## config.mk

```make
export PLATFORM = sky130hd
export DESIGN_NAME = sorted_priority_queue
export DESIGN_NICKNAME = d
export VERILOG_FILES = /design/src/spq_pkg.sv /design/src/spq_ram.sv /design/src/spq_ctrl.sv /design/src/spq_datapath.sv /design/src/sorted_priority_queue.sv
export SDC_FILE = /design/constraint.sdc
export NUM_CORES = 1
export LEC_CHECK = 0
export BUFFER_PORTS_ARGS = -buffer_cell sky130_fd_sc_hd__buf_4
export CORE_AREA = 2 2 304 306
export CTS_BUF_LIST = sky130_fd_sc_hd__clkbuf_16
export DETAILED_ROUTE_END_ITERATION = 16
export DIE_AREA = 0 0 306 308
export GPL_ROUTABILITY_DRIVEN = 0
export GPL_TIMING_DRIVEN = 1
export PLACE_DENSITY_LB_ADDON = 0.2
export SYNTH_ARGS = -nofsm -noshare
export SYNTH_HDL_FRONTEND = slang
export SYNTH_SLANG_ARGS = --single-unit
```

## constraint.sdc

```tcl
create_clock -name clk_i -period 6.3 [get_ports clk_i]
set_input_delay 0.945 -clock clk_i [delete_from_list [all_inputs] [get_ports clk_i]]
set_output_delay 0.945 -clock clk_i [all_outputs]
set_load 0.02 [all_outputs]
```

## src/spq_pkg.sv

```systemverilog
// Shared types and constants for the sorted priority queue.
// Used by the controller, the datapath, the top level and the checker.
package spq_pkg;

  // Field widths and the default queue depth.
  localparam int unsigned DEPTH_DEF = 16;
  localparam int unsigned DATA_W    = 32;
  localparam int unsigned PRIO_W    = 8;
  localparam int unsigned MODE_W    = 2;
  localparam int unsigned STATUS_W  = 2;
  localparam int unsigned OCC_W     = 5;
  localparam int unsigned IN_TDATA_W  = 40;
  localparam int unsigned OUT_TDATA_W = 48;

  // Request codes.
  typedef enum logic [MODE_W-1:0] {
    MODE_INSERT   = 2'd0,
    MODE_POP      = 2'd1,
    MODE_EXACT    = 2'd2,
    MODE_AT_MOST  = 2'd3
  } mode_e;

  // Result codes.
  typedef enum logic [STATUS_W-1:0] {
    STATUS_OK       = 2'd0,
    STATUS_FULL     = 2'd1,
    STATUS_EMPTY    = 2'd2,
    STATUS_NO_MATCH = 2'd3
  } status_e;

  // Controller states.
  typedef enum logic [3:0] {
    S_IDLE,
    S_CHECK,
    S_INS_RD,
    S_INS_CMP,
    S_INS_PUT,
    S_SCAN_RD,
    S_SCAN_CMP,
    S_SH_RD,
    S_SH_WR,
    S_FIN_RM,
    S_DONE
  } state_e;

  // Read address choice relative to the working index.
  typedef enum logic [1:0] {
    RD_IDX_M1,
    RD_IDX,
    RD_IDX_P1
  } rd_sel_e;

  // Write choice: nothing, the entry just read, or the new entry.
  typedef enum logic [1:0] {
    WR_NONE,
    WR_SHIFT,
    WR_NEW
  } wr_sel_e;

  typedef enum logic [1:0] {
    IDX_HOLD,
    IDX_DEC,
    IDX_INC
  } idx_op_e;

  typedef enum logic [1:0] {
    CNT_HOLD,
    CNT_INC,
    CNT_DEC
  } cnt_op_e;

  // Commands from the controller to the datapath.
  typedef struct packed {
    logic    load;
    rd_sel_e rd_sel;
    wr_sel_e wr_sel;
    idx_op_e idx_op;
    cnt_op_e cnt_op;
    logic    cap_out;
    logic    set_status;
    status_e status;
    logic    push;
  } spq_cmd_t;

  // Status from the datapath to the controller.
  typedef struct packed {
    logic insert;
    logic full;
    logic empty;
    logic idx_zero;
    logic idx_one;
    logic prio_gt;
    logic hit;
    logic scan_more;
    logic shift_more;
    logic out_free;
  } spq_sts_t;

endpackage

```

## src/spq_ram.sv

```systemverilog
// Generic single-write, single-read RAM with a registered read port.
// No dependencies.
module spq_ram #(
  parameter int unsigned WIDTH = 8,
  parameter int unsigned DEPTH = 16
) (
  input  logic                     clk_i,
  input  logic                     we_i,
  input  logic [$clog2(DEPTH)-1:0] waddr_i,
  input  logic [WIDTH-1:0]         wdata_i,
  input  logic [$clog2(DEPTH)-1:0] raddr_i,
  output logic [WIDTH-1:0]         rdata_o
);

  logic [WIDTH-1:0] mem_q [DEPTH];
  logic [WIDTH-1:0] rdata_q;

  // Write port and registered read port.
  always_ff @(posedge clk_i) begin
    if (we_i) begin
      mem_q[waddr_i] <= wdata_i;
    end
    rdata_q <= mem_q[raddr_i];
  end

  assign rdata_o = rdata_q;

endmodule

```

## src/spq_ctrl.sv

```systemverilog
// Controller state machine of the sorted priority queue.
// Depends on spq_pkg; drives commands into spq_datapath.
module spq_ctrl (
  input  logic             clk_i,
  input  logic             rst_ni,
  input  logic             s_valid_i,
  output logic             s_ready_o,
  input  spq_pkg::spq_sts_t sts_i,
  output spq_pkg::spq_cmd_t cmd_o
);
  import spq_pkg::*;

  state_e state_q, state_d;

  // State register.
  always_ff @(posedge clk_i or negedge rst_ni) begin
    if (!rst_ni) begin
      state_q <= S_IDLE;
    end else begin
      state_q <= state_d;
    end
  end

  // Next state.
  always_comb begin
    state_d = state_q;
    case (state_q)
      S_IDLE: begin
        if (s_valid_i) state_d = S_CHECK;
      end
      S_CHECK: begin
        if (sts_i.insert) begin
          if (sts_i.full)          state_d = S_DONE;
          else if (sts_i.idx_zero) state_d = S_INS_PUT;
          else                     state_d = S_INS_RD;
        end else if (sts_i.empty) begin
          state_d = S_DONE;
        end else begin
          state_d = S_SCAN_RD;
        end
      end
      S_INS_RD:  state_d = S_INS_CMP;
      S_INS_CMP: begin
        if (sts_i.prio_gt && !sts_i.idx_one) state_d = S_INS_RD;
        else                                 state_d = S_INS_PUT;
      end
      S_INS_PUT: state_d = S_DONE;
      S_SCAN_RD: state_d = S_SCAN_CMP;
      S_SCAN_CMP: begin
        if (sts_i.hit) begin
          state_d = sts_i.scan_more ? S_SH_RD : S_FIN_RM;
        end else begin
          state_d = sts_i.scan_more ? S_SCAN_RD : S_DONE;
        end
      end
      S_SH_RD: state_d = S_SH_WR;
      S_SH_WR: state_d = sts_i.shift_more ? S_SH_RD : S_FIN_RM;
      S_FIN_RM: state_d = S_DONE;
      S_DONE: begin
        if (sts_i.out_free) state_d = S_IDLE;
      end
      default: state_d = S_IDLE;
    endcase
  end

  // Command outputs.
  always_comb begin
    cmd_o            = '0;
    cmd_o.rd_sel     = RD_IDX;
    cmd_o.wr_sel     = WR_NONE;
    cmd_o.idx_op     = IDX_HOLD;
    cmd_o.cnt_op     = CNT_HOLD;
    cmd_o.status     = STATUS_OK;
    s_ready_o        = 1'b0;
    case (state_q)
      S_IDLE: begin
        s_ready_o  = 1'b1;
        cmd_o.load = s_valid_i;
      end
      S_CHECK: begin
        if (sts_i.insert && sts_i.full) begin
          cmd_o.set_status = 1'b1;
          cmd_o.status     = STATUS_FULL;
        end else if (!sts_i.insert && sts_i.empty) begin
          cmd_o.set_status = 1'b1;
          cmd_o.status     = STATUS_EMPTY;
        end
      end
      S_INS_RD: begin
        cmd_o.rd_sel = RD_IDX_M1;
      end
      S_INS_CMP: begin
        if (sts_i.prio_gt) begin
          cmd_o.wr_sel = WR_SHIFT;
          cmd_o.idx_op = IDX_DEC;
        end
      end
      S_INS_PUT: begin
        cmd_o.wr_sel = WR_NEW;
        cmd_o.cnt_op = CNT_INC;
      end
      S_SCAN_RD: begin
        cmd_o.rd_sel = RD_IDX;
      end
      S_SCAN_CMP: begin
        if (sts_i.hit) begin
          cmd_o.cap_out = 1'b1;
        end else begin
          cmd_o.idx_op = IDX_INC;
          if (!sts_i.scan_more) begin
            cmd_o.set_status = 1'b1;
            cmd_o.status     = STATUS_NO_MATCH;
          end
        end
      end
      S_SH_RD: begin
        cmd_o.rd_sel = RD_IDX_P1;
      end
      S_SH_WR: begin
        cmd_o.wr_sel = WR_SHIFT;
        cmd_o.idx_op = IDX_INC;
      end
      S_FIN_RM: begin
        cmd_o.cnt_op = CNT_DEC;
      end
      S_DONE: begin
        cmd_o.push = sts_i.out_free;
      end
      default: ;
    endcase
  end

endmodule

```

## src/spq_datapath.sv

```systemverilog
// Datapath of the sorted priority queue: entry RAM, index, count, result registers.
// Depends on spq_pkg and spq_ram; steered by spq_ctrl.
module spq_datapath #(
  parameter int unsigned DEPTH = spq_pkg::DEPTH_DEF
) (
  input  logic                                clk_i,
  input  logic                                rst_ni,
  input  spq_pkg::spq_cmd_t                   cmd_i,
  output spq_pkg::spq_sts_t                   sts_o,
  input  logic [spq_pkg::MODE_W-1:0]          mode_i,
  input  logic signed [spq_pkg::DATA_W-1:0]   item_data_i,
  input  logic [spq_pkg::PRIO_W-1:0]          key_priority_i,
  input  logic                                m_ready_i,
  output logic                                m_valid_o,
  output logic [spq_pkg::STATUS_W-1:0]        status_o,
  output logic signed [spq_pkg::DATA_W-1:0]   out_data_o,
  output logic [spq_pkg::PRIO_W-1:0]          out_priority_o,
  output logic [spq_pkg::OCC_W-1:0]           occupancy_o
);
  import spq_pkg::*;

  localparam int unsigned CW = $clog2(DEPTH + 1);
  localparam int unsigned AW = $clog2(DEPTH);
  localparam int unsigned EW = PRIO_W + DATA_W;
  localparam logic [CW:0] ONE_X = (CW + 1)'(1);
  localparam logic [CW:0] TWO_X = (CW + 1)'(2);

  // Request registers.
  mode_e                    mode_q;
  logic [PRIO_W-1:0]        key_q;
  logic signed [DATA_W-1:0] data_q;

  // Working index and entry count.
  logic [CW-1:0] idx_q, idx_d;
  logic [CW-1:0] count_q, count_d;

  // Result of the request in progress.
  status_e                  res_status_q;
  logic signed [DATA_W-1:0] res_data_q;
  logic [PRIO_W-1:0]        res_prio_q;

  // Output register.
  logic                     m_valid_q;
  status_e                  m_status_q;
  logic signed [DATA_W-1:0] m_data_q;
  logic [PRIO_W-1:0]        m_prio_q;
  logic [OCC_W-1:0]         m_occ_q;

  // Entry RAM port signals.
  logic          ram_we;
  logic [AW-1:0] ram_waddr;
  logic [EW-1:0] ram_wdata;
  logic [AW-1:0] ram_raddr;
  logic [EW-1:0] ram_rdata;
  logic [CW-1:0] idx_m1;
  logic [CW-1:0] idx_p1;
  logic [CW-1:0] rd_full_addr;
  logic [PRIO_W-1:0] rd_prio;

  assign idx_m1  = idx_q - CW'(1);
  assign idx_p1  = idx_q + CW'(1);
  assign rd_prio = ram_rdata[EW-1:DATA_W];

  // Read address selection.
  always_comb begin
    case (cmd_i.rd_sel)
      RD_IDX_M1: rd_full_addr = idx_m1;
      RD_IDX_P1: rd_full_addr = idx_p1;
      default:   rd_full_addr = idx_q;
    endcase
  end
  assign ram_raddr = rd_full_addr[AW-1:0];

  // Write port: an entry moves to the working index, or the new entry lands there.
  always_comb begin
    ram_waddr = idx_q[AW-1:0];
    case (cmd_i.wr_sel)
      WR_SHIFT: begin
        ram_we    = 1'b1;
        ram_wdata = ram_rdata;
      end
      WR_NEW: begin
        ram_we    = 1'b1;
        ram_wdata = {key_q, data_q};
      end
      default: begin
        ram_we    = 1'b0;
        ram_wdata = ram_rdata;
      end
    endcase
  end

  spq_ram #(
    .WIDTH (EW),
    .DEPTH (DEPTH)
  ) u_ram (
    .clk_i   (clk_i),
    .we_i    (ram_we),
    .waddr_i (ram_waddr),
    .wdata_i (ram_wdata),
    .raddr_i (ram_raddr),
    .rdata_o (ram_rdata)
  );

  // Index and count updates.
  always_comb begin
    idx_d = idx_q;
    if (cmd_i.load) begin
      idx_d = (mode_e'(mode_i) == MODE_INSERT) ? count_q : '0;
    end else begin
      case (cmd_i.idx_op)
        IDX_DEC: idx_d = idx_m1;
        IDX_INC: idx_d = idx_p1;
        default: idx_d = idx_q;
      endcase
    end
    case (cmd_i.cnt_op)
      CNT_INC: count_d = count_q + CW'(1);
      CNT_DEC: count_d = count_q - CW'(1);
      default: count_d = count_q;
    endcase
  end

  always_ff @(posedge clk_i or negedge rst_ni) begin
    if (!rst_ni) begin
      count_q <= '0;
    end else begin
      count_q <= count_d;
    end
  end

  // Request and working result registers.
  always_ff @(posedge clk_i) begin
    idx_q <= idx_d;
    if (cmd_i.load) begin
      mode_q       <= mode_e'(mode_i);
      key_q        <= key_priority_i;
      data_q       <= item_data_i;
      res_status_q <= STATUS_OK;
      res_data_q   <= '0;
      res_prio_q   <= '0;
    end else begin
      if (cmd_i.set_status) res_status_q <= cmd_i.status;
      if (cmd_i.cap_out) begin
        res_data_q <= ram_rdata[DATA_W-1:0];
        res_prio_q <= rd_prio;
      end
    end
  end

  // Output register: holds a finished item until the sink takes it.
  always_ff @(posedge clk_i or negedge rst_ni) begin
    if (!rst_ni) begin
      m_valid_q <= 1'b0;
    end else if (cmd_i.push) begin
      m_valid_q <= 1'b1;
    end else if (m_ready_i) begin
      m_valid_q <= 1'b0;
    end
  end

  always_ff @(posedge clk_i) begin
    if (cmd_i.push) begin
      m_status_q <= res_status_q;
      m_data_q   <= res_data_q;
      m_prio_q   <= res_prio_q;
      m_occ_q    <= OCC_W'(count_q);
    end
  end

  // Status toward the controller.
  always_comb begin
    sts_o.insert     = (mode_q == MODE_INSERT);
    sts_o.full       = (count_q == CW'(DEPTH));
    sts_o.empty      = (count_q == '0);
    sts_o.idx_zero   = (idx_q == '0);
    sts_o.idx_one    = (idx_q == CW'(1));
    sts_o.prio_gt    = (rd_prio > key_q);
    sts_o.scan_more  = (({1'b0, idx_q} + ONE_X) < {1'b0, count_q});
    sts_o.shift_more = (({1'b0, idx_q} + TWO_X) < {1'b0, count_q});
    sts_o.out_free   = !m_valid_q || m_ready_i;
    case (mode_q)
      MODE_POP:     sts_o.hit = 1'b1;
      MODE_EXACT:   sts_o.hit = (rd_prio == key_q);
      MODE_AT_MOST: sts_o.hit = (rd_prio <= key_q);
      default:      sts_o.hit = 1'b0;
    endcase
  end

  assign m_valid_o      = m_valid_q;
  assign status_o       = m_status_q;
  assign out_data_o     = m_data_q;
  assign out_priority_o = m_prio_q;
  assign occupancy_o    = m_occ_q;

endmodule

```

## src/sorted_priority_queue.sv

```systemverilog
// Top level of the sorted priority queue: stream ports, controller and datapath.
// Depends on spq_pkg, spq_ctrl, spq_datapath and spq_ram.
//
//  Channel | Direction | tuser         | tdata (lowest bit first)
//  s_axis  | in        | [1:0] mode    | [31:0] item_data, [39:32] key_priority
//  m_axis  | out       | [1:0] status  | [31:0] out_data, [39:32] out_priority,
//          |           |               | [44:40] occupancy, [47:45] zero
//
// One item is handled at a time. The entries live in one RAM with a registered
// read port, so every entry looked at or moved takes a read state and then a
// compare or write state. An insert moves each entry with a higher priority up,
// then writes the new one (one more entry is compared than is moved up unless
// all of them move). A removal scans from the head and moves the later entries
// down; one that finds nothing ends after the scan, and full and empty cases end
// after the check. The queue is empty after reset with no clearing pass. A
// finished item waits in the output register while the next item is accepted
// and worked on; that item then waits in its done state until the first is taken.
module sorted_priority_queue #(
  parameter int unsigned DEPTH = spq_pkg::DEPTH_DEF
) (
  input  logic                                 clk_i,
  input  logic                                 rst_ni,
  input  logic                                 s_axis_tvalid,
  output logic                                 s_axis_tready,
  input  logic [spq_pkg::IN_TDATA_W-1:0]       s_axis_tdata,  // item_data, key_priority
  input  logic [spq_pkg::MODE_W-1:0]           s_axis_tuser,  // mode
  output logic                                 m_axis_tvalid,
  input  logic                                 m_axis_tready,
  output logic [spq_pkg::OUT_TDATA_W-1:0]      m_axis_tdata,  // out_data, out_priority,
                                                              // occupancy
  output logic [spq_pkg::STATUS_W-1:0]         m_axis_tuser   // status
);
  import spq_pkg::*;

  spq_cmd_t cmd;
  spq_sts_t sts;

  logic signed [DATA_W-1:0] out_data;
  logic [PRIO_W-1:0]        out_priority;
  logic [OCC_W-1:0]         occupancy;

  spq_ctrl u_ctrl (
    .clk_i     (clk_i),
    .rst_ni    (rst_ni),
    .s_valid_i (s_axis_tvalid),
    .s_ready_o (s_axis_tready),
    .sts_i     (sts),
    .cmd_o     (cmd)
  );

  spq_datapath #(
    .DEPTH (DEPTH)
  ) u_datapath (
    .clk_i          (clk_i),
    .rst_ni         (rst_ni),
    .cmd_i          (cmd),
    .sts_o          (sts),
    .mode_i         (s_axis_tuser),
    .item_data_i    (s_axis_tdata[DATA_W-1:0]),
    .key_priority_i (s_axis_tdata[DATA_W+PRIO_W-1:DATA_W]),
    .m_ready_i      (m_axis_tready),
    .m_valid_o      (m_axis_tvalid),
    .status_o       (m_axis_tuser),
    .out_data_o     (out_data),
    .out_priority_o (out_priority),
    .occupancy_o    (occupancy)
  );

  // Pack the result item, zero filled to whole bytes.
  assign m_axis_tdata = {(OUT_TDATA_W - DATA_W - PRIO_W - OCC_W)'(0),
                         occupancy, out_priority, out_data};

endmodule

```

Word level (Yosys, flattened, before mapping)
Memory sizes are Yosys's and may differ from the RTL's. A register that Yosys moved wholly into a read port is not among the register bits. Cells that the tools add are included.

$add $sub $neg: 6. Multiply operators: 0. Div/mod/pow operators: 0. Order comparisons: 4. Equal/unequal tests: 25. Shift-type cells: 0. Multiplexer cells: 40. Bitwise operators: 0. Reductions and logical operators: 19.

Operators by type and width (number): 2-to-1 mux 40 bit (1); one-hot mux 4 bit (10 select lines) (1); 2-to-1 mux 4 bit (9); 2-to-1 mux 3 bit (7); one-hot mux 5 bit (2 select lines) (2); equality test 4 x 3 -> 1 bit (second input constant) (4); equality test 2 bit (second input constant) (6); equality test 4 bit (second input constant) (3); less-than comparator 6 x 5 -> 1 bit (2); one-hot mux 2 bit (3 select lines) (2); adder 5 x 1 -> 5 bit (second input constant) (2); zero test 5 bit (2); 2-to-1 mux 1 bit (10); 2-to-1 mux 5 bit (2); subtractor 5 x 1 -> 5 bit (second input constant) (2); equality test 2 x 1 -> 1 bit (second input constant) (4); equality test 4 x 2 -> 1 bit (second input constant) (2); equality test 8 bit (1); > comparator 8 bit (1); less-or-equal comparator 8 bit (1); one-hot mux 2 bit (2 select lines) (2); one-hot mux 4 bit (2 select lines) (1); adder 5 x 1 -> 6 bit (second input constant) (1); adder 5 x 2 -> 6 bit (second input constant) (1); 17 further kinds (25).

Bits in registers: 146. Bits in latches: 0. Bits in writable memories: 640. Memory bits (read-only): 0. Input port bits: 46. Output and inout bits: 52. Word-level logic and storage cells: 109. Memories: 1.

Memories: u_datapath.u_ram.mem_q (words 16, width 40, read ports 1, clocked after Yosys merged registers in 1, wr ports 1, RTL line spq_ram.sv:15) `logic [WIDTH-1:0] mem_q [DEPTH];`.

Logic depth before layout (Yosys ltp)
Gate-level depths: netlist of the first run.

Word-level depth: 8. Gate-level depth with buffers: 16. Mapped depth without buffers: 15.

Cells and area by module
From an unflattened synthesis of the first run, not the netlist that was laid out.

Cell total of the unflattened synthesis: 1562. Area total of the unflattened synthesis: 31746.7 µm².

By module, submodules not included: spq_ram (instances 1, cells each 1040, area an instance 25131.6 µm²); spq_datapath (instances 1, cells each 439, area an instance 6030.8 µm²); spq_ctrl (instances 1, cells each 79, area an instance 558.0 µm²); sorted_priority_queue (instances 1, cells each 4, area an instance 26.3 µm²).

Worst setup path after synthesis of the first run
Ideal clock, no wire load.

Path type: reg-to-reg. Start point: register u_datapath.key_q[1]. End point: memory u_datapath.u_ram.mem_q[13][0] in the netlist's numbering, enable pin. Setup time: 0.551 ns. Arrival: 6.100 ns. Required time: 5.749 ns. Path slack: -0.352 ns. Cell stages (with the launch flop): 12. Path buffers: 1. Cell sequence: edfxtp_1 inv_1 ha_1 nor2b_1 o211ai_1 a21oi_1 o21ai_0 or2_1 nor2b_1 ha_1 clkbuf_1 nor4b_1.

Longest elaborated chain between the ends: 8.

RTL lines: start, declared (RTL line spq_datapath.sv:30) `logic [PRIO_W-1:0] key_q;`; start signal, assigned (RTL line spq_datapath.sv:137) `key_q <= key_priority_i;`; > comparator 8 bit * (RTL line spq_datapath.sv:178) `sts_o.prio_gt = (rd_prio > key_q);`; 2-to-1 mux 3 bit * (RTL line spq_ctrl.sv:93) `if (sts_i.prio_gt) begin`; one-hot mux 2 bit (3 select lines) * (RTL line spq_ctrl.sv:75) `case (state_q)`; equality test 2 x 1 -> 1 bit or equality test 2 bit (tied branches) (RTL line spq_datapath.sv:77) `case (cmd_i.wr_sel)`; OR reduction 2 bit (no source line) *; 2-to-1 mux 1 bit * (RTL line spq_datapath.sv:77); 2-to-1 mux 1 bit * (RTL line spq_ram.sv:20) `if (we_i) begin`; 2-to-1 mux 1 bit (implied by the code) * (RTL line spq_ram.sv:21) `mem_q[waddr_i] <= wdata_i;`; end, declared (RTL line spq_ram.sv:15).

Mark *: on every way between the ends. The rest lies on a longest branch, timed or not.

Final worst setup path of the first run
Start point: register u_datapath.key_q[1]. End point: memory u_datapath.u_ram.mem_q[4][5] in the netlist's numbering, enable pin.

Same word-level chain as after synthesis.

==> metrics.md, run 1 <==
| Metric | Value |
|---|---|
| # rows | `111` |
| Initial antenna violation count | `1` |
| Pwr/cell area | `527 mW/mm^2` |
| Final WL | `72.0 mm` |
| Area Overhead vs Synth | `16.3%` |
| Die Wd | `306 microns` |
| Clock sink count | `between 800 and 900` |
| TritonCTS buffer count | `88` |
| Largest net degree at the start of global routing | `91` |
| Port bufs | `94` |
| Layout Utilization | `0.405` |
| Die height | `308 microns` |
| CTS hold repair buffers | `0` |
| Most frequent cells in the layout | `edfxtp_1 (734), mux4_2 (160), buf_4 (125)` |
| Post-CTS setup buffer count | `0` |
| Post-layout minimum cycle time | `about 4100 ps` |
| Crit-path max FO | `23` |
| Crit path capture type | `flop` |
| Antenna viol nets, final | `0` |
| Ys Warns | `0` |
| Worst-path clk slew | `60 ps` |
| Simple-gate area share of the yosys netlist | `0.0268` |
| Number of global-route vias before repair | `approximately 16k` |
| CTS Root Cell | `clkbuf_16` |
| Starting Density | `0.348` |
| IO Count | `98` |
| Sequential share of the synthesized area | `0.755` |
| Core area | `~0.091 sq mm` |
| Hold/Removal Path Class | `input pin to asynchronous set/reset pin` |
| Fraction of the cycle the final worst path needs | `0.647` |
| First-pass GRT wire length | `106 mm` |
| Number of synthesized register bits | `826` |
| Synth Area in XOR/XNOR | `0.00442` |
| Worst slew pin tran | `1230 ps` |
| Hold Fails Final Rpt | `0` |
| GRT Overall Usage | `0.154` |
| Pleak | `0.0124 uW` |
| Synth top area share | `0.696` |
| Status | `finished clean` |
| Post-Synth Adder-Cell Area | `0.0133` |
| Worst Skew | `between 30 and 40 ps` |
| Arrival time at the worst endpoint | `4350 ps` |
| Detailed Place HPWL | `38.9 mm` |
| Fin cells | `2995` |
| Max-cap viol count | `0` |
| RSZ-0062 raised after global routing | `false` |
| # setup viols final | `0` |
| Worst-skew pair later-pin latency | `660 ps` |
| Maximum clock frequency | `0.245 GHz` |
| Cells after synthesis | `between 1.5k and 2k` |
| Share of layout cells above drive strength 1 | `0.246` |
| GRT overflow | `0` |
| Multiplexer share of the synthesized area | `0.167` |
| Dpl ws | `between 2000 and 2500 ps` |
| Worst Path Required | `6580 ps` |
| Placed insts | `2830` |
| Synth Area in Compound Gates | `0.0184` |
| Worst vdd ir | `slightly above 0.0006 V` |
| Crit path kind | `flop to flop` |
| # diodes | `0` |
| Mapped cell area | `0.0317 sq mm` |
| Fin Setup TNS | `0 ps` |
| Leading area contributor after synthesis | `edfxtp_1` |
| Drt wl/cell | `24.0 microns` |
| Initial DRC count | `1015` |
| Post-CTS sizing | `0` |
| Number of synthesized flops with an enable pin | `around 730` |
| CTS tree | `yes` |
| Die footprint | `0.0942 sq mm` |
| Largest family of logic cells by synthesized area | `multiplexers` |
| Via density per instance | `5.02` |
| Clock buffer depth | `3` |
| Post-synth cell types | `48` |
| Via count | `15.0k` |
| Leading cell type in the layout, fill and taps excluded | `edfxtp_1` |
| Drt drc | `0` |
| Slew Limit Headroom | `0.177` |
| Area contributors post-synth | `edfxtp_1 (70%), mux4_2 (11%), dfxtp_1 (5.2%)` |
| Startpoint Class | `flop` |
| Reg2reg path depth | `13` |
| H-Tree Level Count | `3` |
| Final Slew Violations | `0` |
| # nets final | `1813` |
| Drt first pass iters | `5` |
| Predominant post-synthesis flop cell | `edfxtp_1` |
| Ys async rst share | `0.0121` |
| PnR worst setup slack | `2220 ps` |
| Pwr Total | `19400 uW` |
| Syn Area/Cell | `just under 20 sq um` |
-- worst paths after layout --
| kind | startpoint | to | slack, ps |
|---|---|---|---|
| min | rst_ni | u_ctrl.state_q[0] | 130 |
| max in group asynchronous | rst_ni | u_datapath.count_q[4] | 6010 |
| max reg2reg | u_datapath.key_q[1] | u_datapath.u_ram.mem_q[4][5] | 2220 |
| min reg2reg | u_datapath.res_prio_q[0] | u_datapath.out_priority_o[0] | 430 |
| max | u_datapath.key_q[1] | u_datapath.u_ram.mem_q[4][5] | 2220 |
| min in group clk_i | u_datapath.res_prio_q[0] | u_datapath.out_priority_o[0] | 430 |
-- metal layers --
layer / track usage / vias up / wire [microns]
met5: 0 / - / 0
met3: 0.0277 / 97 / 3450
met4: 0.0444 / 0 / 1420
met1: 0.206 / 7932 / 32000
met2: 0.259 / 339 / 35100
li1: - / 6669 / -
-- power breakdown --
part | leakage, uW | switching [uW] | total [uW] | internal [uW]
registers | 0.00743 | 355 | 7830 | 7470
clock network | 0.00147 | 2120 | 5140 | 3020
logic | 0.00349 | 3720 | 6460 | 2730
total | 0.0124 | 6200 | 19400 | 13200
-- Yosys cell counts (2+ instances only) --
master and count:
o221ai_1 5, nor3_1 11, or2_1 3, nand2_1 105
nand2b_1 9, nand3_1 12, o21ai_0 14, buf_4 13
xnor2_1 12, mux4_2 160, and2_1 9, mux2_1 38
buf_2 18, dfxtp_1 82, inv_1 26, xor2_1 4
mux2i_1 124, o211ai_1 3, ha_1 32, nor2_1 16
edfxtp_1 734, a21o_1 4, a21oi_1 55, a211oi_1 2
nand4_1 4, nor4b_1 4, nor2b_1 9, buf_1 11
dfrtp_1 10, clkbuf_1 39, a31oi_1 3, o21ai_1 8
-- kinds of logic (layout without fill, tap and decap cells) --
family,Yosys count,count (layout)
buffers and inverters,108,320
multiplexers,323,323
other,1,3
AND/OR/NAND/NOR,186,186
adder cells (fa/ha/maj),33,33
XOR/XNOR,16,16
AO/OA/AOI/OAI,102,102
flip-flops,826,826
-- final cells by class --
class                           instances  area (sq um)
Fill cell                            8027         54100
Sequential cell                       826         23900
Multi-Input combinational cell        663          7420
Clock buffer                           90          2250
Tap cell                             1186          1480
Timing Repair Buffer                  128           998
Clock inverter                         75           659
Inverter                               27           101
-- worst max-delay path: stages (launching register included) --
cell and delay [ps]:
edfxtp_1 340, inv_1 50, ha_1 290, nor2b_1 130
o211ai_1 100, a21oi_1 200, o21ai_0 150, or2_1 250
nor2b_1 140, ha_2 400, nand2b_1 330, nor2_1 230
and2_2 580, buf_4 520
-- flip-flops by register name, indices dropped and copies added, names as in the netlist, 2 cells and up --
name                       flops
u_datapath.mode_q              2
u_datapath.idx_q               5
u_datapath.data_q             32
u_datapath.res_prio_q          8
u_datapath.u_ram.mem_q       640
u_datapath.occupancy_o         5
u_datapath.res_data_q         32
u_datapath.out_data_o         32
u_datapath.status_o            2
u_datapath.u_ram.rdata_o      40
u_datapath.count_q             5
u_ctrl.state_q                 4
u_datapath.key_q               8
u_datapath.out_priority_o      8
u_datapath.res_status_q        2
-- stage by stage --
| stage | hold slack, ps | instance area (sq um) |
|---|---|---|
| floorplan | 408 | 31700 |
| global placement | 411 | 33900 |
| detailed placement | 413 | 33900 |
| CTS | 93.2 | 36900 |
| global route | 121 | 36900 |
| finish | 130 | 36900 |
(Power assumes the default switching activity.)
==> inputs of run 2 (changes only) <==
==> constraint.sdc (replaced) <==
create_clock -name clk_i -period 4.25 [get_ports clk_i]
set_input_delay 0.6375 -clock clk_i [delete_from_list [all_inputs] [get_ports clk_i]]
set_output_delay 0.6375 -clock clk_i [all_outputs]
set_load 0.02 [all_outputs]
==> run 2 against run 1 <==
Hold slack better by 42 ps. Final area is 1.3% higher. Utilization is 0.51 points higher. Maximum frequency is 10% higher. First-iteration DRC count is 2.2% lower. Largest power group unchanged. Power is 50% higher. Non-clock buffer count is 23 higher. Sequential share of layout area is 0.81 points lower. Via count is 0.47% higher. Clock skew is 13 ps lower. Setup slack worse by 1700 ps. Register-to-register slack worse by 1700 ps.
==> metrics.md, run 2 (same netlist as run 1, synthesis figures left out) <==
| Metric | Value |
|---|---|
| Status | `finished clean (unchanged)` |
| Pwr/cell area | `781 mW/mm^2 (was 527 mW/mm^2)` |
| CTS Root Cell | `clkbuf_16 (unchanged)` |
| Most frequent CP cell | `nor2b_1 (unchanged)` |
| Cell chain of the critical path | `inv_1 > ha_1 > nor2b_1 > o211ai_1 > a21oi_1 > o21ai_0 > or2_1 > nor2b_1 > ha_2 > nand2b_1 > nor2_1 > and2_2 > buf_12 (was inv_1 > ha_1 > nor2b_1 > o211ai_1 > a21oi_1 > o21ai_0 > or2_1 > nor2b_1 > ha_2 > nand2b_1 > nor2_1 > and2_2 > buf_4)` |
| Fin Setup TNS | `0 ps (unchanged)` |
| First-pass GRT wire length | `107 mm (was 106 mm)` |
| Via count | `15.1k (was 15.0k)` |
| Crit path kind | `flop to flop (unchanged)` |
| Slew Limit Headroom | `0.510 (was 0.177)` |
| Area Overhead vs Synth | `17.8% (was 16.3%)` |
| # diodes | `0 (unchanged)` |
| GRT met2 Usage | `0.250 (was 0.259)` |
| CTS tree | `yes (unchanged)` |
| Number of global-route vias before repair | `16.2k (was 16.0k)` |
| GRT Overall Usage | `0.152 (was 0.154)` |
| Busiest grt layer | `met2 (unchanged)` |
| Layout Utilization | `0.410 (was 0.405)` |
| GR Layer Usage met3 | `0.0260 (was 0.0277)` |
| TritonCTS buffer count | `89 (was 88)` |
| Top reg by flops | `u_datapath.u_ram.mem_q (unchanged)` |
| Design area | `0.0373 sq mm (was 0.0369 sq mm)` |
| Drt drc | `0 (unchanged)` |
| Initial antenna violation count | `3 (was 1)` |
| Via density per instance | `5.01 (was 5.02)` |
| Maximum clock frequency | `0.271 GHz (was 0.245 GHz)` |
| # nets final | `1837 (was 1813)` |
| Final WL | `71.3 mm (was 72.0 mm)` |
| Largest net degree at the start of global routing | `63 (was 91)` |
| Max-cap viol count | `0 (unchanged)` |
| Footprint of the multi-input gates | `0.00746 sq mm (was 0.00742 sq mm)` |
| Die footprint | `0.0942 sq mm (unchanged)` |
| # rows | `111 (unchanged)` |
| Final hold slack | `172 ps (was 130 ps)` |
| Die height | `308 microns (unchanged)` |
| Met1 capacity usage during global routing | `0.210 (was 0.206)` |
| PnR worst setup slack | `559 ps (was 2220 ps)` |
| Post-CTS setup buffer count | `0 (unchanged)` |
| Worst Path Required | `4580 ps (was 6580 ps)` |
| Hold/Removal Path Class | `input pin to flop (was input pin to asynchronous set/reset pin)` |
| Number of fill cells in the layout | `7967 (was 8027)` |
| Starting Density | `0.348 (unchanged)` |
| Antenna viol nets, final | `0 (unchanged)` |
| Clock buffer depth | `3 (unchanged)` |
| Leading cell type in the layout, fill and taps excluded | `edfxtp_1 (unchanged)` |
| Most frequent cells in the layout | `edfxtp_1 (734), mux4_2 (160), buf_4 (126) (was edfxtp_1 (734), mux4_2 (160), buf_4 (125))` |
| Worst slew pin tran | `736 ps (was 1230 ps)` |
| Arrival time at the worst endpoint | `4020 ps (was 4350 ps)` |
| Worst vdd ir | `0.000615 V (was 0.000611 V)` |
| Clock sink count | `826 (unchanged)` |
| Share of layout cells above drive strength 1 | `0.256 (was 0.246)` |
| # setup viols final | `0 (unchanged)` |
| Worst-skew pair later-pin latency | `640 ps (was 660 ps)` |
| H-Tree Level Count | `3 (unchanged)` |
| Drt first pass iters | `8 (was 5)` |
| Post-layout minimum cycle time | `3690 ps (was 4080 ps)` |
| Worst Skew | `17.7 ps (was 31.0 ps)` |
| Slowest CP cell | `and2_2 (unchanged)` |
| GRT overflow | `0 (unchanged)` |
| Crit-path max FO | `20 (was 23)` |
| Port bufs | `94 (unchanged)` |
| Sequential cell area | `0.0239 sq mm (unchanged)` |
| Final Slew Violations | `0 (unchanged)` |
| Drt wl/cell | `23.6 microns (was 24.0 microns)` |
| Slowest stage delay, CP | `440 ps (was 580 ps)` |
| Die Wd | `306 microns (unchanged)` |
| Fraction of the cycle the final worst path needs | `0.868 (was 0.647)` |
| Crit path capture type | `flop (unchanged)` |
| Worst-path clk slew | `60 ps (about the same)` |
| Detailed Place HPWL | `40.6 mm (was 38.9 mm)` |
| IO Count | `98 (unchanged)` |
| Cell Area, Placed | `0.0344 sq mm (was 0.0339 sq mm)` |
| Dpl ws | `561 ps (was 2240 ps)` |
| Pleak | `0.0126 uW (was 0.0124 uW)` |
| Initial DRC count | `993 (was 1015)` |
| Core area | `0.0910 sq mm (unchanged)` |
| RSZ-0062 raised after global routing | `false (unchanged)` |
| Max FFs per register | `640 (unchanged)` |
| Startpoint Class | `flop (unchanged)` |
| Hold Fails Final Rpt | `0 (unchanged)` |
run 2: cell types whose count changed in the layout (fill, tap and decap cells not counted), sizes merged:
cell | before | now
buf | 128 | 150
bufinv | 10 | 9
clkbuf | 90 | 91
clkinv | 48 | 40
clkinvlp | 3 | 5
dlygate4sd3 | 0 | 1
inv | 41 | 47
run 2: what timing repair did:
item / 4_1_cts / 5_1_grt
hold endpoints to repair: 10 / 0
gates resized for setup: 0 / 0
hold buffers: 1 / 0
run 2: cell type report:
| class | count | area share |
|---|---|---|
| clock buffer | 91 | 0.0610 |
| clock inverter | 74 | 0.0169 |
| inverter | 27 | 0.00272 |
| multi-input combinational | 663 | 0.200 |
| sequential | 826 | 0.641 |
| tap | 1186 | 0.0398 |
| timing repair buffer | 151 | 0.0385 |
run 2: report_power, final:
group | switching (uW) | total (uW) | internal [uW]
Clock | 3140 | 7590 | 4450
Sequential | 457 | 11500 | 11100
Combinational | 5710 | 10000 | 4310
run 2: final timing paths:
kind | start | to | slack (ps) | cells past startpoint
worst min-delay path | s_axis_tdata[11] | u_datapath.data_q[11] | 170 | 1
min in group asynchronous | rst_ni | u_ctrl.state_q[1] | 370 | 2
worst max-delay path | u_datapath.key_q[1] | u_datapath.u_ram.mem_q[6][20] | 560 | 13
max in group asynchronous | rst_ni | u_datapath.count_q[0] | 3720 | 2
worst min register to register | u_datapath.res_prio_q[1] | u_datapath.out_priority_o[1] | 430 | 0
worst max register to register | u_datapath.key_q[1] | u_datapath.u_ram.mem_q[6][20] | 560 | 13
run 2: critical path, delay by kind of cell (launching register included):
kind / cells / cell delay, ps
buf+inv: 2 / 320
fa+ha+maj: 2 / 640
flops: 1 / 400
simple gates: 6 / 1500
compound gates: 3 / 500
run 2: layer usage:
metal / vias to the layer above / part of all wire
li1: 6712 / -
met3: 89 / 0.041
met5: - / 0
met2: 282 / 0.49
met4: 0 / 0.018
met1: 8025 / 0.46
run 2: stage by stage:
stage	total power [uW]	cells
floorplan	18600	1597
global placement	21800	2852
detailed placement	22000	2852
CTS	29600	3018
global route	30700	3018
finish	29100	3018
==> inputs of run 3 (changes only) <==
--- a/config.mk
+++ b/config.mk
@@ -6,13 +6,15 @@
 export NUM_CORES = 1
 export LEC_CHECK = 0
 export BUFFER_PORTS_ARGS = -buffer_cell sky130_fd_sc_hd__buf_4
-export CORE_AREA = 2 2 304 306
+export CORE_AREA = 2 2 305 307
 export CTS_BUF_LIST = sky130_fd_sc_hd__clkbuf_16
 export DETAILED_ROUTE_END_ITERATION = 16
-export DIE_AREA = 0 0 306 308
+export DIE_AREA = 0 0 307 309
 export GPL_ROUTABILITY_DRIVEN = 0
 export GPL_TIMING_DRIVEN = 1
 export PLACE_DENSITY_LB_ADDON = 0.2
+export RECOVER_POWER = 50
 export SYNTH_ARGS = -nofsm -noshare
 export SYNTH_HDL_FRONTEND = slang
+export SYNTH_HIERARCHICAL = 1
 export SYNTH_SLANG_ARGS = --single-unit
==> run 3 against run 2 <==
The flow now finishes with violations (max-capacitance violations, max-slew violations). Flip-flop and latch count unchanged. Via count increased by 0.17%. Setup slack got worse by 190 ps. Utilization decreased by 0.74 points. Routed wire length decreased by 2.0%. First-iteration DRC count increased by 15%. Clock skew increased by 8.3 ps. Combinational power about the same. Final area decreased by 1.4%. Global-route usage decreased by 0.29 points. Power decreased by 2.2%. Cell count decreased by 1.3%. Critical endpoint is now u_datapath/out_data_o[4]. Largest power group unchanged.
==> metrics.md, run 3 <==
| Metric | Value |
|---|---|
| Status | `finished, violations left (was finished clean)` |
| Violated checks | `max-capacitance violations, max-slew violations` |
| Drt wl/cell | `23.5 microns (was 23.6 microns)` |
| Clock sink count | `826 (unchanged)` |
| Post-layout minimum cycle time | `3880 ps (was 3690 ps)` |
| Most frequent cells in the layout | `edfxtp_1 (734), mux4_2 (100), clkbuf_16 (90) (was edfxtp_1 (734), mux4_2 (160), buf_4 (126))` |
| Largest net degree at the start of global routing | `90 (was 63)` |
| Number of synthesized flops with an enable pin | `734 (unchanged)` |
| Ys async rst share | `0.0121 (unchanged)` |
| Detailed Place HPWL | `38.1 mm (was 40.6 mm)` |
| Combinational Power Share | `0.339 (was 0.344)` |
| Maximum clock frequency | `0.258 GHz (was 0.271 GHz)` |
| Synth cell count leaders | `edfxtp_1 (734), mux4_2 (100), dfxtp_1 (82), a22oi_1 (81), nor2_1 (73) (was edfxtp_1 (734), mux4_2 (160), mux2i_1 (124), nand2_1 (105), dfxtp_1 (82))` |
| Drt drc | `0 (unchanged)` |
| Pleak | `0.0122 uW (was 0.0126 uW)` |
| Synth top area share | `0.694 (was 0.696)` |
| Core area | `0.0914 sq mm (was 0.0910 sq mm)` |
| # nets final | `1792 (was 1837)` |
| Predominant post-synthesis flop cell | `edfxtp_1 (unchanged)` |
| R2R Path Start | `u_ctrl/state_q[1] (was u_datapath.key_q[1])` |
| Count leader, synth | `edfxtp_1 (unchanged)` |
| CTS tree | `yes (unchanged)` |
| Startpoint Class | `flop (unchanged)` |
| Hold/Removal Path Class | `input pin to flop (unchanged)` |
| Crit-path max FO | `41 (was 20)` |
| Worst slew pin tran | `2090 ps (was 736 ps)` |
| Worst-skew pair later-pin latency | `660 ps (was 640 ps)` |
| Area Overhead vs Synth | `16.0% (was 17.8%)` |
| # setup viols final | `0 (unchanged)` |
| Leading area contributor after synthesis | `edfxtp_1 (unchanged)` |
| Pwr/cell area | `774 mW/mm^2 (was 781 mW/mm^2)` |
| Sequential share of the synthesized area | `0.754 (was 0.755)` |
| Placed insts | `2809 (was 2852)` |
| First-pass GRT wire length | `105 mm (was 107 mm)` |
| Clock power share | `0.258 (was 0.261)` |
| Crit path kind | `flop to flop (unchanged)` |
| Antenna viol nets, final | `0 (unchanged)` |
| Int Power | `19200 uW (was 19800 uW)` |
| Arrival time at the worst endpoint | `4120 ps (was 4020 ps)` |
| Syn Area/Cell | `20.3 sq um (was 19.9 sq um)` |
| Hold Fails Final Rpt | `0 (unchanged)` |
| Worst Skew | `26.0 ps (was 17.7 ps)` |
| WHS Endpoint | `u_datapath/data_q[19] (was u_datapath.data_q[11])` |
| Cells after synthesis | `1562 (was 1595)` |
| Sw Ratio | `0.327 (was 0.319)` |
| Post-synth cell types | `56 (was 48)` |
| Share of layout cells above drive strength 1 | `0.188 (was 0.256)` |
| Worst-path clk slew | `60 ps (about the same)` |
| Initial antenna violation count | `1 (was 3)` |
| Clock buffer depth | `3 (unchanged)` |
| Via count | `15.1k (about the same)` |
| Final Slew Violations | `95 (was 0)` |
| Final hold slack | `179 ps (was 172 ps)` |
| Die Wd | `307 microns (was 306 microns)` |
| Ys Warns | `6 (was 0)` |
| Top reg by flops | `u_datapath/u_ram/mem_q (was u_datapath.u_ram.mem_q)` |
| IO Count | `98 (unchanged)` |
| Crit path capture type | `flop (unchanged)` |
| Die footprint | `0.0949 sq mm (was 0.0942 sq mm)` |
| H-Tree Level Count | `3 (unchanged)` |
| Max FFs per register | `640 (unchanged)` |
| Number of synthesized register bits | `826 (unchanged)` |
| Seq pwr share | `0.403 (was 0.396)` |
| Via density per instance | `5.08 (was 5.01)` |
| Drt first pass iters | `5 (was 8)` |
| Worst vdd ir | `0.00106 V (was 0.000615 V)` |
| Number of global-route vias before repair | `16.0k (was 16.2k)` |
| R2r setup slk | `370 ps (was 560 ps)` |
| Fraction of the cycle the final worst path needs | `0.912 (was 0.868)` |
| Worst r2r dst | `u_datapath/out_data_o[4] (was u_datapath.u_ram.mem_q[6][20])` |
| Worst Hold Depth | `1 (unchanged)` |
| CTS Root Cell | `clkbuf_16 (unchanged)` |
| RSZ-0062 raised after global routing | `false (unchanged)` |
| Area contributors post-synth | `edfxtp_1 (69%), mux4_2 (7.1%), dfxtp_1 (5.2%) (was edfxtp_1 (70%), mux4_2 (11%), dfxtp_1 (5.2%))` |
| GRT Overall Usage | `0.150 (was 0.152)` |
| Port bufs | `94 (unchanged)` |
| GRT overflow | `0 (unchanged)` |
| Die height | `309 microns (was 308 microns)` |
| Post-CTS sizing | `0 (unchanged)` |
| Max-cap viol count | `3 (was 0)` |
| Cell Area, Placed | `0.0343 sq mm (was 0.0344 sq mm)` |
| Mapped cell area | `0.0317 sq mm (about the same)` |
| Initial DRC count | `1138 (was 993)` |
| TritonCTS buffer count | `90 (was 89)` |
| Psw | `9310 uW (was 9300 uW)` |
| Leading cell type in the layout, fill and taps excluded | `edfxtp_1 (unchanged)` |
| Starting Density | `0.347 (was 0.348)` |
| Reg2reg path depth | `3 (was 13)` |
| # diodes | `0 (unchanged)` |
| Worst Path Required | `4500 ps (was 4580 ps)` |
| Min-delay src | `s_axis_tdata[19] (was s_axis_tdata[11])` |
| Slew Limit Headroom | `-0.395 (was 0.510)` |
| Design area | `0.0368 sq mm (was 0.0373 sq mm)` |
| Fin cells | `2978 (was 3018)` |
| Final WL | `69.9 mm (was 71.3 mm)` |
| # rows | `111 (unchanged)` |
## run 3: logic make-up (layout without fill, tap and decap cells)
kind of cell | Yosys count | after routing | share of synthesized area
flops | 826 | 826 | 0.754
mux | 247 | 247 | 0.150
simple gates | 203 | 203 | 0.0297
compound gates | 130 | 130 | 0.0289
buf+inv | 108 | 336 | 0.0208
fa+ha+maj | 30 | 30 | 0.0121
xor+xnor | 17 | 17 | 0.00469
other cells | 1 | 3 | 0.000118
## run 3: worst max-delay path by stage
stage | to | depth (start not counted) | start | slack (ps)
6_report | u_datapath/out_data_o[4] | 3 | u_ctrl/state_q[1] | 370
5_1_grt | u_datapath/out_data_o[14] | 3 | u_ctrl/state_q[1] | 140
4_1_cts | u_datapath/u_ram/mem_q[1][24] | 16 | u_datapath/key_q[1] | 460
3_5_place_dp | u_datapath/u_ram/mem_q[1][24] | 16 | u_datapath/key_q[1] | 540
3_3_place_gp | u_datapath/u_ram/mem_q[1][26] | 16 | u_datapath/key_q[1] | 570
2_1_floorplan | u_datapath/u_ram/mem_q[1][0] | 15 | u_datapath/key_q[1] | -260
## run 3: layer usage
layer / vias up / global-route usage / wire length [microns]
li1: 6684 / - / -
met1: 8071 / 0.207 / 31800
met2: 298 / 0.245 / 33700
met3: 81 / 0.0256 / 3120
met4: 0 / 0.0420 / 1310
met5: - / 0 / 0
## run 3: area by class of cell
class | count | area [sq um]
flip-flops and latches | 826 | 23900
fillers | 8146 | 54600
repair buffers | 144 | 1160
clock inverters | 78 | 561
inverters | 24 | 90.1
multi-input cells | 630 | 7330
well taps | 1186 | 1480
clock buffers | 90 | 2250
## run 3: repair_timing
item                      in CTS  in global routing
setup buffers                  0                  0
hold endpoints to repair      10                  0
hold buffers                   1                  0
## run 3: critical path, stage by stage, from the launching register on
cell and delay [ps]:
dfrtp_1 760, nand2b_1 220, nor2_1 1170, clkbuf_2 1280
## run 3: through the flow
step	setup TNS (ps)	setup WS (ps)	utilization	total power, uW
global placement	0	572	0.375	21600
finish	0	374	0.403	28500
global route	0	142	0.403	30200
floorplan	-30820	-257	-	18900
CTS	0	456	0.406	29200
detailed placement	0	535	0.375	21700
## run 3: power groups by stage
stage	sequential [uW]	clock [uW]	combinational [uW]
2_1_floorplan	11500	0	7380
3_3_place_gp	11600	0	9970
3_5_place_dp	11700	0	10000
4_1_cts	11500	7580	10100
5_1_grt	11600	7900	10700
6_report	11500	7350	9660
